--- config.mk ---
export PLATFORM = sky130hd
export DESIGN_NAME = frame_buffer_rotation_manager_unit
export DESIGN_NICKNAME = d
export VERILOG_FILES = /design/src/sv/fbrm_pkg.sv /design/src/sv/fbrm_ctrl.sv /design/src/sv/fbrm_dp.sv /design/src/sv/frame_buffer_rotation_manager_unit.sv
export VERILOG_INCLUDE_DIRS = /design/src /design/src/sv
export SDC_FILE = /design/constraint.sdc
export NUM_CORES = 1
export LEC_CHECK = 0
export BUFFER_PORTS_ARGS = -buffer_cell sky130_fd_sc_hd__buf_2
export CORE_MARGIN = 4
export CORE_UTILIZATION = 53
export CTS_CLUSTER_DIAMETER = 80
export DETAILED_ROUTE_END_ITERATION = 12
export GPL_TIMING_DRIVEN = 0
export PLACE_DENSITY = 0.74
export SLEW_MARGIN = 10
export SYNTH_ARGS = -nofsm -noshare
export SYNTH_HDL_FRONTEND = slang
export SYNTH_SLANG_ARGS = --single-unit
export TNS_END_PERCENT = 5
--- constraint.sdc ---
create_clock -name clk -period 4.51 [get_ports clk]
set_clock_uncertainty 0.1 [all_clocks]
set_input_delay 0.2255 -clock clk [delete_from_list [all_inputs] [get_ports clk]]
set_output_delay 0.2255 -clock clk [all_outputs]
set_load 0.02 [all_outputs]
--- src/sv/assert_macros.svh ---
// ----------------------------------------------------------------------------
// assert_macros.svh
// concurrent assertion helpers, compiled out for synthesis
// ----------------------------------------------------------------------------
`ifndef ASSERT_MACROS_SVH
`define ASSERT_MACROS_SVH

`ifndef SYNTHESIS

// property must hold at every clock edge outside reset
`define ASSERT_PROP(lbl, clk_sig, rst_n_sig, prop) \
	lbl: assert property (@(posedge clk_sig) disable iff (!rst_n_sig) prop) \
		else $error("assertion failed");

// expression must never be true outside reset
`define ASSERT_NEVER(lbl, clk_sig, rst_n_sig, expr) \
	lbl: assert property (@(posedge clk_sig) disable iff (!rst_n_sig) !(expr)) \
		else $error("forbidden condition seen");

`else

`define ASSERT_PROP(lbl, clk_sig, rst_n_sig, prop)
`define ASSERT_NEVER(lbl, clk_sig, rst_n_sig, expr)

`endif

`endif

--- src/sv/fbrm_pkg.sv ---
// ----------------------------------------------------------------------------
// fbrm_pkg
// shared types and constants of the frame buffer rotation manager
// ----------------------------------------------------------------------------
package fbrm_pkg;

	localparam int unsigned FUNC_W  = 3;
	localparam int unsigned IDX_W   = 2;
	localparam int unsigned MAP_W   = 4;
	localparam int unsigned CNT_W   = 32;
	localparam int unsigned IN_W    = 8;
	localparam int unsigned OUT_W   = 112;
	localparam int unsigned OUT_PAD = OUT_W - (1 + IDX_W + 1 + IDX_W + MAP_W + 3 * CNT_W);

	// event codes
	typedef enum logic [FUNC_W-1:0] {
		FN_CLAIM   = 3'd0,
		FN_SUBMIT  = 3'd1,
		FN_PRESENT = 3'd2,
		FN_FLUSH   = 3'd3,
		FN_REFRESH = 3'd4
	} func_t;

	// controller to datapath
	typedef struct packed {
		logic load;
		logic exec;
	} cmd_t;

	// result item, last field (granted) in the lowest bits
	typedef struct packed {
		logic [OUT_PAD-1:0] pad;
		logic [CNT_W-1:0]   refreshed_count;
		logic [CNT_W-1:0]   superseded_count;
		logic [CNT_W-1:0]   presented_count;
		logic [MAP_W-1:0]   free_map;
		logic [IDX_W-1:0]   shown_index;
		logic               shown_new;
		logic [IDX_W-1:0]   grant_index;
		logic               granted;
	} result_t;

endpackage

--- src/sv/fbrm_ctrl.sv ---
// ----------------------------------------------------------------------------
// fbrm_ctrl
// sequencer: accept an item, execute it, hold the result until taken
// ----------------------------------------------------------------------------
module fbrm_ctrl (
	input  logic            clk,
	input  logic            arst_n,
	input  logic            in_valid,
	output logic            in_ready,
	output logic            out_valid,
	input  logic            out_ready,
	output fbrm_pkg::cmd_t  cmd
);

	typedef enum logic {
		ST_IDLE,
		ST_EXEC
	} state_t;

	state_t state_q;
	logic   out_valid_q;

	// idle, and result register is free or being emptied this cycle
	assign in_ready  = (state_q == ST_IDLE) && (!out_valid_q || out_ready);
	assign out_valid = out_valid_q;
	assign cmd       = '{load: in_valid && in_ready, exec: (state_q == ST_EXEC)};

	always_ff @(posedge clk or negedge arst_n) begin
		if (!arst_n) begin
			state_q     <= ST_IDLE;
			out_valid_q <= 1'b0;
		end else begin
			unique case (state_q)
				ST_IDLE: begin
					if (out_valid_q && out_ready) begin
						out_valid_q <= 1'b0;
					end
					if (in_valid && in_ready) begin
						state_q <= ST_EXEC;
					end
				end
				ST_EXEC: begin
					out_valid_q <= 1'b1;
					state_q     <= ST_IDLE;
				end
				default: begin
					state_q <= ST_IDLE;
				end
			endcase
		end
	end

endmodule

--- src/sv/fbrm_dp.sv ---
// ----------------------------------------------------------------------------
// fbrm_dp
// buffer pool state, event execution and result register
// ----------------------------------------------------------------------------
module fbrm_dp #(
	parameter int unsigned BUFFERS = 4
) (
	input  logic                           clk,
	input  logic                           arst_n,
	input  logic                           cfg_wr_en,
	input  logic                           cfg_wr_data,
	input  fbrm_pkg::cmd_t                 cmd,
	input  logic [fbrm_pkg::FUNC_W-1:0]    func,
	input  logic [fbrm_pkg::IDX_W-1:0]     buffer_index,
	output fbrm_pkg::result_t              result
);

	localparam int unsigned SEL_W = (BUFFERS > 1) ? $clog2(BUFFERS) : 1;

	logic                          enable_q;
	logic [fbrm_pkg::FUNC_W-1:0]   func_s1;
	logic [fbrm_pkg::IDX_W-1:0]    index_s1;

	logic [BUFFERS-1:0]            free_q, free_d;
	logic [BUFFERS-1:0]            retire_q, retire_d;
	logic                          ready_valid_q, ready_valid_d;
	logic [fbrm_pkg::IDX_W-1:0]    ready_slot_q, ready_slot_d;
	logic                          active_valid_q, active_valid_d;
	logic [fbrm_pkg::IDX_W-1:0]    active_slot_q, active_slot_d;
	logic                          refresh_owed_q, refresh_owed_d;
	logic                          flush_seen_q, flush_seen_d;
	logic [fbrm_pkg::CNT_W-1:0]    presented_q, presented_d;
	logic [fbrm_pkg::CNT_W-1:0]    superseded_q, superseded_d;
	logic [fbrm_pkg::CNT_W-1:0]    refreshed_q, refreshed_d;

	logic                          pick_found;
	logic [SEL_W-1:0]              pick_idx;
	logic                          granted_d;
	logic [SEL_W-1:0]              grant_sel_d;
	logic                          shown_new_d;
	logic [SEL_W+fbrm_pkg::IDX_W-1:0]  grant_ext;
	logic [BUFFERS+fbrm_pkg::MAP_W-1:0] free_ext;

	fbrm_pkg::result_t             result_q;

	// lowest free buffer
	always_comb begin
		pick_found = 1'b0;
		pick_idx   = '0;
		for (int i = BUFFERS - 1; i >= 0; i--) begin
			if (free_q[i]) begin
				pick_found = 1'b1;
				pick_idx   = SEL_W'(i);
			end
		end
	end

	always_comb begin
		free_d          = free_q;
		retire_d        = retire_q;
		ready_valid_d   = ready_valid_q;
		ready_slot_d    = ready_slot_q;
		active_valid_d  = active_valid_q;
		active_slot_d   = active_slot_q;
		refresh_owed_d  = refresh_owed_q;
		flush_seen_d    = flush_seen_q;
		presented_d     = presented_q;
		superseded_d    = superseded_q;
		refreshed_d     = refreshed_q;
		granted_d       = 1'b0;
		grant_sel_d     = '0;
		shown_new_d     = 1'b0;
		unique case (func_s1)
			fbrm_pkg::FN_CLAIM: begin
				if (enable_q && pick_found) begin
					granted_d   = 1'b1;
					grant_sel_d = pick_idx;
					free_d      = free_q & ~(BUFFERS'(1) << pick_idx);
				end
			end
			fbrm_pkg::FN_SUBMIT: begin
				if (32'(index_s1) < BUFFERS) begin
					// displaced ready frame goes straight back to the pool
					if (ready_valid_q) begin
						free_d       = free_q | (BUFFERS'(1) << ready_slot_q);
						superseded_d = superseded_q + fbrm_pkg::CNT_W'(1);
					end
					ready_slot_d  = index_s1;
					ready_valid_d = 1'b1;
				end
			end
			fbrm_pkg::FN_PRESENT: begin
				if (ready_valid_q) begin
					active_slot_d     = ready_slot_q;
					active_valid_d    = 1'b1;
					ready_valid_d     = 1'b0;
					presented_d       = presented_q + fbrm_pkg::CNT_W'(1);
					if (refresh_owed_q) begin
						superseded_d = superseded_q + fbrm_pkg::CNT_W'(1);
					end
					refresh_owed_d    = 1'b1;
					if (active_valid_q) begin
						retire_d = retire_q | (BUFFERS'(1) << active_slot_q);
					end
					shown_new_d       = 1'b1;
				end
			end
			fbrm_pkg::FN_FLUSH: begin
				flush_seen_d = 1'b1;
			end
			fbrm_pkg::FN_REFRESH: begin
				if (flush_seen_q) begin
					flush_seen_d = 1'b0;
					if (refresh_owed_q) begin
						refreshed_d    = refreshed_q + fbrm_pkg::CNT_W'(1);
						refresh_owed_d = 1'b0;
					end
					free_d   = free_q | retire_q;
					retire_d = '0;
				end
			end
			default: begin
			end
		endcase
	end

	assign grant_ext = {fbrm_pkg::IDX_W'(0), grant_sel_d};
	assign free_ext  = {fbrm_pkg::MAP_W'(0), free_d};

	always_ff @(posedge clk or negedge arst_n) begin
		if (!arst_n) begin
			enable_q        <= 1'b0;
			free_q          <= '1;
			retire_q        <= '0;
			ready_valid_q   <= 1'b0;
			ready_slot_q    <= '0;
			active_valid_q  <= 1'b0;
			active_slot_q   <= '0;
			refresh_owed_q  <= 1'b0;
			flush_seen_q    <= 1'b0;
			presented_q     <= '0;
			superseded_q    <= '0;
			refreshed_q     <= '0;
		end else begin
			if (cfg_wr_en) begin
				enable_q <= cfg_wr_data;
			end
			if (cmd.exec) begin
				free_q          <= free_d;
				retire_q        <= retire_d;
				ready_valid_q   <= ready_valid_d;
				ready_slot_q    <= ready_slot_d;
				active_valid_q  <= active_valid_d;
				active_slot_q   <= active_slot_d;
				refresh_owed_q  <= refresh_owed_d;
				flush_seen_q    <= flush_seen_d;
				presented_q     <= presented_d;
				superseded_q    <= superseded_d;
				refreshed_q     <= refreshed_d;
			end
		end
	end

	// item capture and result register
	always_ff @(posedge clk) begin
		if (cmd.load) begin
			func_s1  <= func;
			index_s1 <= buffer_index;
		end
		if (cmd.exec) begin
			result_q.pad              <= '0;
			result_q.granted          <= granted_d;
			result_q.grant_index      <= grant_ext[fbrm_pkg::IDX_W-1:0];
			result_q.shown_new        <= shown_new_d;
			result_q.shown_index      <= active_valid_d ? active_slot_d : '0;
			result_q.free_map         <= free_ext[fbrm_pkg::MAP_W-1:0];
			result_q.presented_count  <= presented_d;
			result_q.superseded_count <= superseded_d;
			result_q.refreshed_count  <= refreshed_d;
		end
	end

	assign result = result_q;

endmodule

--- src/sv/frame_buffer_rotation_manager_unit.sv ---
// ----------------------------------------------------------------------------
// frame_buffer_rotation_manager_unit
// mailbox triple buffering over a small pool of frame buffers
// ----------------------------------------------------------------------------
// sequence: the item is accepted, executed in ST_EXEC, then m_tvalid rises
// flow: items are handled one at a time (accept, then execute); a result not yet
//   taken holds s_tready low, the next item may enter in the cycle it is taken
// reset: arst_n clears all buffers to free, empties ready and active slots,
//   clears the counters and leaves the pool disabled
module frame_buffer_rotation_manager_unit #(
	parameter int unsigned BUFFERS = 4
) (
	input  logic                          clk,
	input  logic                          arst_n,
	// enable register write
	input  logic                          cfg_wr_en,
	input  logic                          cfg_wr_data,
	// event items
	input  logic                          s_tvalid,
	output logic                          s_tready,
	input  logic [fbrm_pkg::IN_W-1:0]     s_tdata,  // func[2:0], buffer_index[4:3], zero pad
	// result items
	output logic                          m_tvalid,
	input  logic                          m_tready,
	output logic [fbrm_pkg::OUT_W-1:0]    m_tdata   // granted, grant_index, shown_new,
	                                                // shown_index, free_map, presented_count,
	                                                // superseded_count, refreshed_count, pad
);

	fbrm_pkg::cmd_t    cmd;
	fbrm_pkg::result_t result;

	// input fields, first field in the low bits
	logic [fbrm_pkg::FUNC_W-1:0] in_func;
	logic [fbrm_pkg::IDX_W-1:0]  in_buffer_index;

	assign in_func         = s_tdata[fbrm_pkg::FUNC_W-1:0];
	assign in_buffer_index = s_tdata[fbrm_pkg::FUNC_W+fbrm_pkg::IDX_W-1:fbrm_pkg::FUNC_W];

	// sequencing: one item in flight, result register decoupled from input
	fbrm_ctrl u_ctrl (
		.clk       (clk),
		.arst_n    (arst_n),
		.in_valid  (s_tvalid),
		.in_ready  (s_tready),
		.out_valid (m_tvalid),
		.out_ready (m_tready),
		.cmd       (cmd)
	);

	// pool state, event handling and counters
	fbrm_dp #(
		.BUFFERS (BUFFERS)
	) u_dp (
		.clk          (clk),
		.arst_n       (arst_n),
		.cfg_wr_en    (cfg_wr_en),
		.cfg_wr_data  (cfg_wr_data),
		.cmd          (cmd),
		.func         (in_func),
		.buffer_index (in_buffer_index),
		.result       (result)
	);

	// packed struct places granted in bit 0
	assign m_tdata = result;

`include "assert_macros.svh"

	// an accepted item's result stays invalid while the item executes, then becomes valid
	`ASSERT_PROP(a_result_timing, clk, arst_n, (s_tvalid && s_tready) |=> !m_tvalid ##1 m_tvalid)
	// a stalled result blocks new items
	`ASSERT_NEVER(a_no_accept_on_stall, clk, arst_n, m_tvalid && !m_tready && s_tready)
	// a taken result is never shown twice
	`ASSERT_PROP(a_single_result, clk, arst_n, (m_tvalid && m_tready) |=> !m_tvalid)

endmodule
# Word-level counts from Yosys, hierarchy flattened

Cells that the tools add are included.

Bits in registers: 226
Word-level logic and storage cells: 100
Output and inout port bits: 114

Eq/ne operators: 8
Muxes and demuxes: 40
Bitwise operators: 6
Reduce and logical (&&, ||, !) cells: 16
Shift operators: 3
Add/sub/neg operators: 3

Operators by type and width:

| cell                                                                     | number |
|---|---|
| 32-bit 2-to-1 mux                                                        | 8 |
| 32-bit by 1-bit adder with 32-bit output (second input constant)         | 3 |
| 32-bit one-hot mux with 2 select lines                                   | 1 |
| 4-bit 2-to-1 mux                                                         | 6 |
| 1-bit 2-to-1 mux                                                         | 12 |
| 2-bit 2-to-1 mux                                                         | 6 |
| 4-bit OR                                                                 | 3 |
| 4-bit one-hot mux with 3 select lines                                    | 1 |
| 1-bit by 2-bit left shift with 4-bit output (first input constant)       | 3 |
| 1-bit one-hot mux with 2 select lines                                    | 5 |
| 4-bit one-hot mux with 2 select lines                                    | 1 |
| 2-bit AND reduction                                                      | 4 |
| 3-bit by 2-bit == test with 1-bit output (second input constant)         | 2 |
| 2-bit by 1-bit inequality test with 1-bit output (second input constant) | 3 |
| 2-bit nonzero test                                                       | 3 |
| 5-bit AND reduction                                                      | 1 |
| 4-bit AND                                                                | 1 |
| 1-bit logical AND                                                        | 4 |
| 4-bit inverter                                                           | 1 |
| 4-bit AND reduction                                                      | 1 |
| 3-bit by 1-bit == test with 1-bit output (second input constant)         | 1 |
| 3-bit == test (second input constant)                                    | 1 |
| 3-bit logical NOT                                                        | 1 |
| 2-bit inequality test (second input constant)                            | 1 |
| other kinds (3)                                                          | 3 |

# Longest topological paths before layout

Gate-level depths: netlist of run 1.

Depth after elaboration: 9
Depth in mapped cells: 8
Gate-level depth less buffers: 6

# Modules after synthesis

A second synthesis of run 1 with hierarchy kept.

Cell total of the unflattened synthesis: 884
Area, all modules: 10450.0 µm²

By module, submodules not included:

| module    | times used | area an instance (µm²) | seq. area each (µm²) | cells an instance |
|---|---|---|---|---|
| fbrm_dp   | 1          | 10353.7                | 6165.9               | 876 |
| fbrm_ctrl | 1          | 96.3                   | 50.0                 | 8 |

# Worst setup path before layout of run 1

OpenSTA, ideal clock, no wires.

Kind: register to register
From: reg u_ctrl.state_q
To: reg u_dp.func_s1[0] in the netlist's numbering, enable pin
Path buffers: 2
Setup slack: 0.519 ns
Data arrival time: 3.629 ns
Required time: 4.148 ns
Stages on the path, launching flop included: 5
Cells stage by stage: dfrtp_1 -> clkbuf_1 -> buf_1 -> a21oi_1 -> and2_1

RTL lines:

| item                   | RTL line        | RTL |
|---|---|---|
| start, declared        | fbrm_ctrl.sv:20 | `state_t state_q;` |
| start signal, assigned | fbrm_ctrl.sv:30 | `state_q <= ST_IDLE;` |
| start signal, assigned | fbrm_ctrl.sv:39 | `state_q <= ST_EXEC;` |
| start signal, assigned | fbrm_ctrl.sv:44 | `state_q <= ST_IDLE;` |
| end signal, assigned   | fbrm_dp.sv:167  | `func_s1 <= func;` |
| end, declared          | fbrm_dp.sv:21   | `logic [fbrm_pkg::FUNC_W-1:0] func_s1;` |

# Worst setup path after layout of run 1

From: reg u_ctrl.state_q
To: out s_tready

Cells in the longest elaborated chain, start to end: 2

Ends and longest elaborated chain:

| item              | RTL line                                 | RTL |
|---|---|---|
| 1-bit inverter    | --                                       |  |
| 1-bit logical AND | fbrm_ctrl.sv:24                          | `assign in_ready = (state_q == ST_IDLE) && (!out_valid_q \|\| out_ready);` |
| end, declared     | frame_buffer_rotation_manager_unit.sv:20 | `output logic s_tready,` |

No other way between the ends.

==> impl_metrics.ini, run 1 <==
[power_and_ir_drop]
p_per_area_mw_per_mm2 = 419.6
irDropWorstVdd_uv = 298.7
seq_power_share_pct = 49.5
switching_power_uw = 1321
combPwrFrac_pct = 10.5
cell_internal_pwr_uw = 3838
clockPowerShare_pct = 40.0
leakagePower_uw = 0.005106
p_total_uw = 5159
swShare_pct = 25.60

[clock_tree]
clock_path_buffers = 3
cts_buffers = 24
clock-sinks = 226
clockRootBuffer = clkbuf_16
post_cts_buffers = 0
htreeDepth = 1
cts_tree = built
clk_latency_ns = 0.52
path_clk_slew_ns = 0.06

[worst_setup_path]
reg2reg_to = u_dp.func_s1[2]
crit_type = reg -> out
cp_slowest_cell = dfrtp_4
worstReg2RegStart = u_ctrl.state_q
slowest_delay_ns = 0.85
crit_chain = buf_16 -> clkbuf_1 -> buf_1 -> a21oi_1 -> buf_2
crit_arrival_ns = 3.24
crit_fanout = 63
end_kind = output port
rrSetupSlack_ns = 1.34
startpoint_type = flop
cp.required_ns = 4.18
reg2regPathDepth = 5

[yosys]
ys_seq_area_share_pct = 59.97
async_reset_ff_share_pct = 50.88
synth-edff-count = 111
synth_cell_types = 53
synth.ff_latch_count = 226
netlist_area_mm2 = 0.01036
netlist_instances = 883
ys.flop_type = edfxtp_1
syn_area_per_cell_um2 = 11.74
yosysWarnings = 0

[die]
start_util_pct = 54.68
dieArea_mm2 = 0.02186
core_mm2 = 0.01896
rows = 50
die_width_um = 147.8
die_h_um = 147.8
io_pins = 128

[cells_and_area]
fin_cells = 1322
syn_to_final_growth_pct = 18.64
final_nets = 1061
n_fill_cell = 1479
final_cell_area_mm2 = 0.01230
fin_util_pct = 64.87
antenna_cells = 0
drive_gt1_share_pct = 19.87

[global_routing]
grt_overflow_total = 0
first_global_vias = 6841
use_met2_pct = 31.68
grt_pass1_wl_um = 35310
top_usage_layer = met2
grt_max_degree = 64
grt_use_met1_pct = 28.21
antenna_found_initial = 0
globalRouteMet3Util_pct = 3.127
grtUsageTotal_pct = 19.61

[route]
drtIter0Drc = 444
viasPerCell = 5.340
drt-wirelength-per-cell_um = 16.06
drtPass1Iterations = 5
ant_nets = 0
drt-total-wl_um = 21230
num_vias = 7060
drc = 0

[sta]
rsz0062_at_grt = false
setup_viol = 0
worstMarginPinSlew_ns = 0.8333
hold_viol = 0
final.setup.worst_slack_ns = 0.9446
slew_violations = 0
fin_crit_ns = 3.565
slew-limit-headroom_pct = 44.45
period_share_pct = 79.06
max_freq_mhz = 280.5

[placement]
place_area_mm2 = 0.01136
gp_congestion = 0.8324
dp_hpwl_um = 14200
io_buffers = 118
dp_slack_ns = 1.339
placed_cells = 1268

[hold_path]
worstHoldPathType = in -> async

[job]
max_cap_violations = 0

[status]
outcome = completed
-- how the worst max path moves through the flow --
| stage | from | end | cells past startpoint |
|---|---|---|---|
| 6_report | u_ctrl.state_q | s_tready | 5 |
| 4_1_cts | u_ctrl.state_q | s_tready | 5 |
| 3_3_place_gp | u_ctrl.state_q | u_dp.func_s1[2] | 4 |
| 3_5_place_dp | u_ctrl.state_q | u_dp.func_s1[2] | 5 |
| 2_1_floorplan | u_ctrl.state_q | u_dp.func_s1[0] | 4 |
| 5_1_grt | u_ctrl.state_q | s_tready | 5 |
-- registers in the layout, indices dropped and copies added (netlist names) --
| register | cells |
|---|---|
| u_dp.ready_slot_q | 2 |
| u_dp.retire_q | 4 |
| u_ctrl.out_valid | 1 |
| u_dp.func_s1 | 3 |
| u_dp.superseded_q | 32 |
| u_dp.free_q | 4 |
| u_dp.enable_q | 1 |
| u_dp.result | 106 |
| u_dp.active_slot_q | 2 |
| u_dp.active_valid_q | 1 |
| u_dp.presented_q | 32 |
| u_dp.refresh_owed_q | 1 |
| u_ctrl.state_q | 1 |
| u_dp.flush_seen_q | 1 |
| u_dp.ready_valid_q | 1 |
| u_dp.index_s1 | 2 |
| u_dp.refreshed_q | 32 |
-- cells in the final DEF (no fill, tap or decap), types with 3 or more instances in the layout --
cell type,n
clkbuf_1,30
buf_1,3
inv_1,9
o31ai_1,8
and2_1,11
buf_2,133
xor2_1,56
dlygate4sd3_1,10
bufinv_16,4
ha_1,3
nand2b_1,8
a21oi_1,13
nor3_2,3
dfrtp_1,110
nand2_1,89
conb_1,6
clkbuf_16,25
nand3_1,54
nor4_2,3
nor3_1,36
nand4_1,42
and3_1,12
a41oi_1,3
clkinvlp_4,3
a31oi_1,7
nand3b_1,4
o21ai_0,30
nor4_1,3
clkinv_2,5
buf_4,7
o21a_1,4
nor2_1,47
and4_1,11
edfxtp_1,111
mux2_2,9
xnor2_1,112
dfstp_2,4
-- through the flow --
stage          setup TNS, ns  hold WS [ns]
2_1_floorplan              0       -0.1701
3_3_place_gp          -52.63        0.3054
3_5_place_dp               0        0.1504
4_1_cts                    0        0.1711
5_1_grt                    0        0.2102
6_report                   0        0.1451
-- layer usage --
layer  wire (um)  share of wire (%)  vias to the layer above
met4         369                1.7                        0
li1            -                  -                     3429
met3        1175                5.5                       30
met1        9554                 45                     3410
met5           0                  0                        -
met2       10130                 48                      191
-- cell type report --
class	count	area (um2)	area share, %
repair buffers	130	752.0	6.115
clock buffers	30	644.4	5.240
clock inverters	14	187.7	1.526
inverters	9	33.78	0.2747
well taps	260	325.3	2.646
flip-flops and latches	226	6220	50.58
plain buffers	53	247.7	2.015
multi-input cells	600	3886	31.60
-- what timing repair did --
action,4_1_cts,5_1_grt
endpoints found under the hold margin,63,0
hold buffers,10,0
gates resized for setup,0,0
endpoints found under the setup margin,0,0
-- kinds of logic (layout without fill, tap and decap cells) --
kind of cell               Yosys count  count (layout)  synth area share, %
other                                1               6              0.03618
muxes                                9               9               0.9778
AOI/OAI and AO/OA                   73              73                4.249
and+or+nand+nor                    341             341                17.49
xor gates and xnor gates           168             168                14.20
buffers and inverters               62             236                2.716
adders and majority gates            3               3               0.3622
DFF                                226             226                59.97
-- power groups by stage --
stage | combinational (uW) | sequential (uW) | clock (uW)
global route | 604 | 2590 | 2200
CTS | 550 | 2560 | 2100
finish | 543 | 2550 | 2060
detailed placement | 537 | 2590 | 0
floorplan | 240 | 2670 | 0
global placement | 496 | 2610 | 0
-- cell usage after synthesis, types with 13 or more instances --
master    instances  area share, %
clkbuf_1         25           0.91
nor2_1           47            1.7
a21oi_1          13           0.63
xnor2_1         112            9.5
o21ai_0          30            1.4
nand2_1          89            3.2
xor2_1           56            4.7
buf_2            16           0.77
edfxtp_1        111             32
nand4_1          42            2.5
nor3_1           36            1.7
dfrtp_1         111             27
nand3_1          54            2.6
-- critical path, delay by kind of cell, from the launching register on --
| kind | cells | cell delay [ns] |
|---|---|---|
| buffers and inverters | 4 | 1.69 |
| flip-flops | 1 | 0.85 |
| AO/OA/AOI/OAI | 1 | 0.17 |
Power figures use the tool's default switching activity.
==> inputs of run 2 (changes only) <==
PLACE_DENSITY = 0.77   (was 0.74)
clock period = 2.9 ns   (was 4.51 ns; I/O delays follow)
==> run 2 against run 1 <==
Cell count rose by 0.15%. Design area barely moved. Highest routed layer unchanged. Non-clock buffer count rose by 2. Hold slack got worse by 0.034 ns. Critical endpoint is now u_dp.result[72]. First-iteration DRC count rose by 4.5%.
==> impl_metrics.ini, run 2 (synthesis results as in run 1) <==
[worst_setup_path]
crit_type = reg -> reg
cp.required_ns = 3.13
end_kind = flop
crit_arrival_ns = 2.89
path_buf_inv = 0
startpoint_type = flop
cp_slowest_cell = nor3_2
slowest_delay_ns = 0.57
crit_fanout = 8
crit_chain = ha_1 -> nand3_1 -> nor3_2 -> nand2_1 -> nor3_1 -> xor2_1
crit_family = simple AND/OR/NAND/NOR gates

[power_and_ir_drop]
irDropWorstVdd_uv = 474.2
seq_power_share_pct = 50.2
cell_internal_pwr_uw = 5836
leakagePower_uw = 0.005108
p_per_area_mw_per_mm2 = 639.3
clockPowerShare_pct = 38.7
switching_power_uw = 2028
combPwrFrac_pct = 11.1
swShare_pct = 25.79

[route]
ant_nets = 0
viasPerCell = 5.404
num_vias = 7155
drtIter0Drc = 464
drt-total-wl_um = 21380
drc = 0
drt-wirelength-per-cell_um = 16.14
drtPass1Iterations = 5

[status]
outcome = completed

[sta]
max_freq_mhz = 375.9
slew_violations = 0
period_share_pct = 91.72
worstMarginPinSlew_ns = 0.7358
slew-limit-headroom_pct = 50.57
final.setup.worst_slack_ns = 0.2401
hold_viol = 0
tns_ns = 0
fin_crit_ns = 2.660
setup_viol = 0
rsz0062_at_grt = false

[die]
rows = 50
die_width_um = 147.8
die_h_um = 147.8
start_util_pct = 54.68
io_pins = 128
dieArea_mm2 = 0.02186
core_mm2 = 0.01896

[placement]
dp_hpwl_um = 13990
dp_slack_ns = 0.1473
gp_congestion = 0.8361
io_buffers = 118

[cells_and_area]
antenna_cells = 0
final_nets = 1063
final_cell_mix = buf_2 (134), xnor2_1 (112), edfxtp_1 (111)
drive_gt1_share_pct = 20.21
final_common_cell = buf_2
largest_register_ffs = 106
syn_to_final_growth_pct = 18.69

[clock_tree]
path_clk_slew_ns = 0.06
clockRootBuffer = clkbuf_16
clock_path_buffers = 3
clock-sinks = 226
clk_latency_ns = 0.51
cts_tree = built
cts_buffers = 24
htreeDepth = 1

[global_routing]
grt_overflow_total = 0
grt_max_degree = 66
antenna_found_initial = 0
grtUsageTotal_pct = 19.33
first_global_vias = 6931
grt_pass1_wl_um = 34930

[job]
max_cap_violations = 0

[hold_path]
worstHoldPathType = in -> async
## run 2: cell types whose count changed in the layout (fill, tap and decap cells not counted), moves of 2 or more
| cell | delta |
|---|---|
| bufinv_16 | -2 |
| clkbuf_1 | -3 |
| clkbuf_8 | +2 |
| clkinv_1 | +2 |
## run 2: metrics by stage
step                hold WS [ns]  cell area [um2]  power [uW]  util [%]  instances
floorplan                -0.2506            10390        4520         -        888
CTS                       0.1316            12280        7932     64.77       1323
global route              0.1853            12300        8216     64.90       1324
detailed placement        0.1030            11360        4856     59.95       1268
global placement          0.2245            11300        4823     59.63       1266
finish                    0.1113            12300        7864     64.90       1324
## run 2: worst paths after layout
kind | startpoint | to | slack (ns) | cells after the start
worst min-delay path | arst_n | u_dp.enable_q | 0.11 | 2
worst max-delay path | u_dp.superseded_q[0] | u_dp.result[72] | 0.24 | 6
min in group clk | s_tdata[3] | u_dp.index_s1[0] | 0.24 | 2
worst min register to register | u_dp.index_s1[0] | u_dp.ready_slot_q[0] | 0.38 | 1
worst max register to register | u_dp.superseded_q[0] | u_dp.result[72] | 0.24 | 6
max in group asynchronous | arst_n | u_dp.free_q[2] | 1.85 | 3
## run 2: area by class of cell
cell class / count / area, um2
multi-input combinational: 600 / 3891
fill: 1450 / 6654
clock inverter: 15 / 140.1
buffer: 53 / 249.0
timing repair buffer: 132 / 782.0
clock buffer: 29 / 660.6
sequential: 226 / 6220
inverter: 9 / 33.78
tap: 260 / 325.3
## run 2: per-layer routing
metal,share of wire (%),global-route usage [%]
met1,45,26.91
met3,4.7,2.820
met4,2.4,6.097
met2,48,31.73
met5,0,0
## run 2: worst reg2reg max path, stage by stage (launching register included)
cell and delay (ns):
dfrtp_1 0.45, ha_1 0.23, nand3_1 0.29, nor3_2 0.57
nand2_1 0.32, nor3_1 0.31, xor2_1 0.23
## run 2: power by group through the flow
stage / clock (uW) / sequential [uW] / combinational [uW]
2_1_floorplan: 0 / 4150 / 373
3_3_place_gp: 0 / 4050 / 778
3_5_place_dp: 0 / 4020 / 839
4_1_cts: 3110 / 3960 / 860
5_1_grt: 3260 / 3990 / 962
6_report: 3040 / 3950 / 870
## run 2: what timing repair did
item,CTS,global route
endpoints found under the setup margin,1,5
resized for setup,1,1
buffers inserted,0,1
cloned,0,0
hold endpoints to repair,77,0
hold buffers,11,0
==> inputs of run 3 (changes only) <==
PLACE_DENSITY = unset   (was 0.77)
PLACE_DENSITY_LB_ADDON = 0.08   (was unset)
==> run 3 against run 2 <==
Clock-buffer cell count rose by 6. Setup slack improved by 0.031 ns. Via count fell by 1.9%. Combinational power rose by 0.9%. Register-to-register slack improved by 0.03 ns. Largest cell class unchanged.
==> impl_metrics.ini, run 3 (synthesis results as in run 1) <==
[cells_and_area]
multiInputGateArea_mm2 = 0.003891
seq_area_mm2 = 0.006220
largest_register_ffs = 106
final_nets = 1063
final_common_cell = buf_2
n_fill_cell = 1474
antenna_cells = 0
final_cell_mix = buf_2 (134), xnor2_1 (112), edfxtp_1 (111)
syn_to_final_growth_pct = 18.81
drive_gt1_share_pct = 20.11

[worst_setup_path]
rrSetupSlack_ns = 0.27
reg2regPathDepth = 5
crit_type = reg -> reg
crit_arrival_ns = 2.92
worstReg2RegStart = u_ctrl.state_q
reg2reg_to = u_ctrl.state_q
crit_fanout = 22
startpoint = u_ctrl.state_q
end_kind = flop
cp.required_ns = 3.19
crit_path_end = u_ctrl.state_q
startpoint_type = flop

[placement]
gp_congestion = 0.8389
dp_hpwl_um = 14130
io_buffers = 118

[sta]
worstMarginPinSlew_ns = 0.7510
rsz0062_at_grt = false
slew-limit-headroom_pct = 49.52
holdWs_ns = 0.06629
max_freq_mhz = 380.4
setup_viol = 0
fin_crit_ns = 2.629
slew_violations = 0
hold_viol = 0
period_share_pct = 90.65

[route]
drtIter0Drc = 417
drtPass1Iterations = 5
drt-total-wl_um = 21370
num_vias = 7022
ant_nets = 0
drt-wirelength-per-cell_um = 16.14
viasPerCell = 5.304
drc = 0

[clock_tree]
clock-sinks = 226
clk_latency_ns = 0.51
htreeDepth = 1
path_clk_slew_ns = 0.06
clock_path_buffers = 3
cts_buffers = 24
clockRootBuffer = clkbuf_16
cts_tree = built

[die]
die_h_um = 147.8
rows = 50
dieArea_mm2 = 0.02186
start_util_pct = 54.68
core_mm2 = 0.01896
io_pins = 128
die_width_um = 147.8

[status]
outcome = completed

[global_routing]
antenna_found_initial = 0
grtUsageTotal_pct = 19.48
grt_overflow_total = 0
grt_pass1_wl_um = 34790
first_global_vias = 6760
grt_max_degree = 70

[power_and_ir_drop]
irDropWorstVdd_uv = 382.0
leakagePower_uw = 0.005121
p_total_uw = 7940
p_per_area_mw_per_mm2 = 644.7

[hold_path]
worstHoldPathType = in -> async

[job]
max_cap_violations = 0
==> run 3: changes by cell type in the layout (fill, tap and decap cells not counted), sizes merged <==
cell	change
clkinvlp	-2
clkinv	-3
inv	-1
clkbuf	+6
==> run 3: through the flow <==
step	worst slack, ns	util, %	instances	instance area (um2)	TNS [ns]
4_1_cts	0.08479	64.83	1323	12290	0
2_1_floorplan	0.3387	-	888	10390	0
5_1_grt	0.02855	64.96	1324	12310	0
3_5_place_dp	0.1231	59.95	1268	11360	0
3_3_place_gp	-0.3881	59.63	1266	11300	-6.951
6_report	0.2712	64.96	1324	12310	0
==> run 3: how the worst min path moves through the flow <==
stage	start	end	cells after the start
2_1_floorplan	arst_n	u_ctrl.out_valid	0
3_3_place_gp	s_tdata[1]	u_dp.func_s1[1]	1
3_5_place_dp	arst_n	u_dp.refreshed_q[27]	1
4_1_cts	arst_n	u_dp.presented_q[25]	2
5_1_grt	arst_n	u_dp.refreshed_q[31]	2
6_report	arst_n	u_dp.refreshed_q[30]	2
==> run 3: final cells by class <==
class / instances / share of cell area, %
clock buffer: 35 / 5.792
buffer: 53 / 2.022
multi-input combinational: 600 / 31.60
timing repair buffer: 132 / 6.350
inverter: 9 / 0.2743
tap: 260 / 2.642
sequential: 226 / 50.51
clock inverter: 9 / 0.8128
==> run 3: power by group <==
part	switching (uW)	leakage [uW]	internal, uW
combinational	548	0.00209	329
sequential	250	0.00263	3700
clock	1230	0.000398	1880
==> run 3: timing repair <==
item,in CTS,in global routing
setup buffers,0,1
pin swaps,0,0
setup endpoints to repair,1,5
endpoints found under the hold margin,121,0
resized for setup,1,1
hold buffers,11,0
==> run 3: layer usage <==
metal / up-vias / global-route usage (%) / routed length, um
met2: 193 / 30.70 / 9846
li1: 3445 / - / -
met4: 0 / 4.896 / 346
met1: 3355 / 28.52 / 10040
met3: 29 / 3.250 / 1136
met5: - / 0 / 0
==> run 3: worst max-delay path: stages (launching register included) <==
cell and delay [ns]:
dfrtp_4 0.65, clkbuf_1 0.42, buf_2 0.43, a21oi_1 0.15
and2_1 0.19, dlygate4sd3_1 0.55
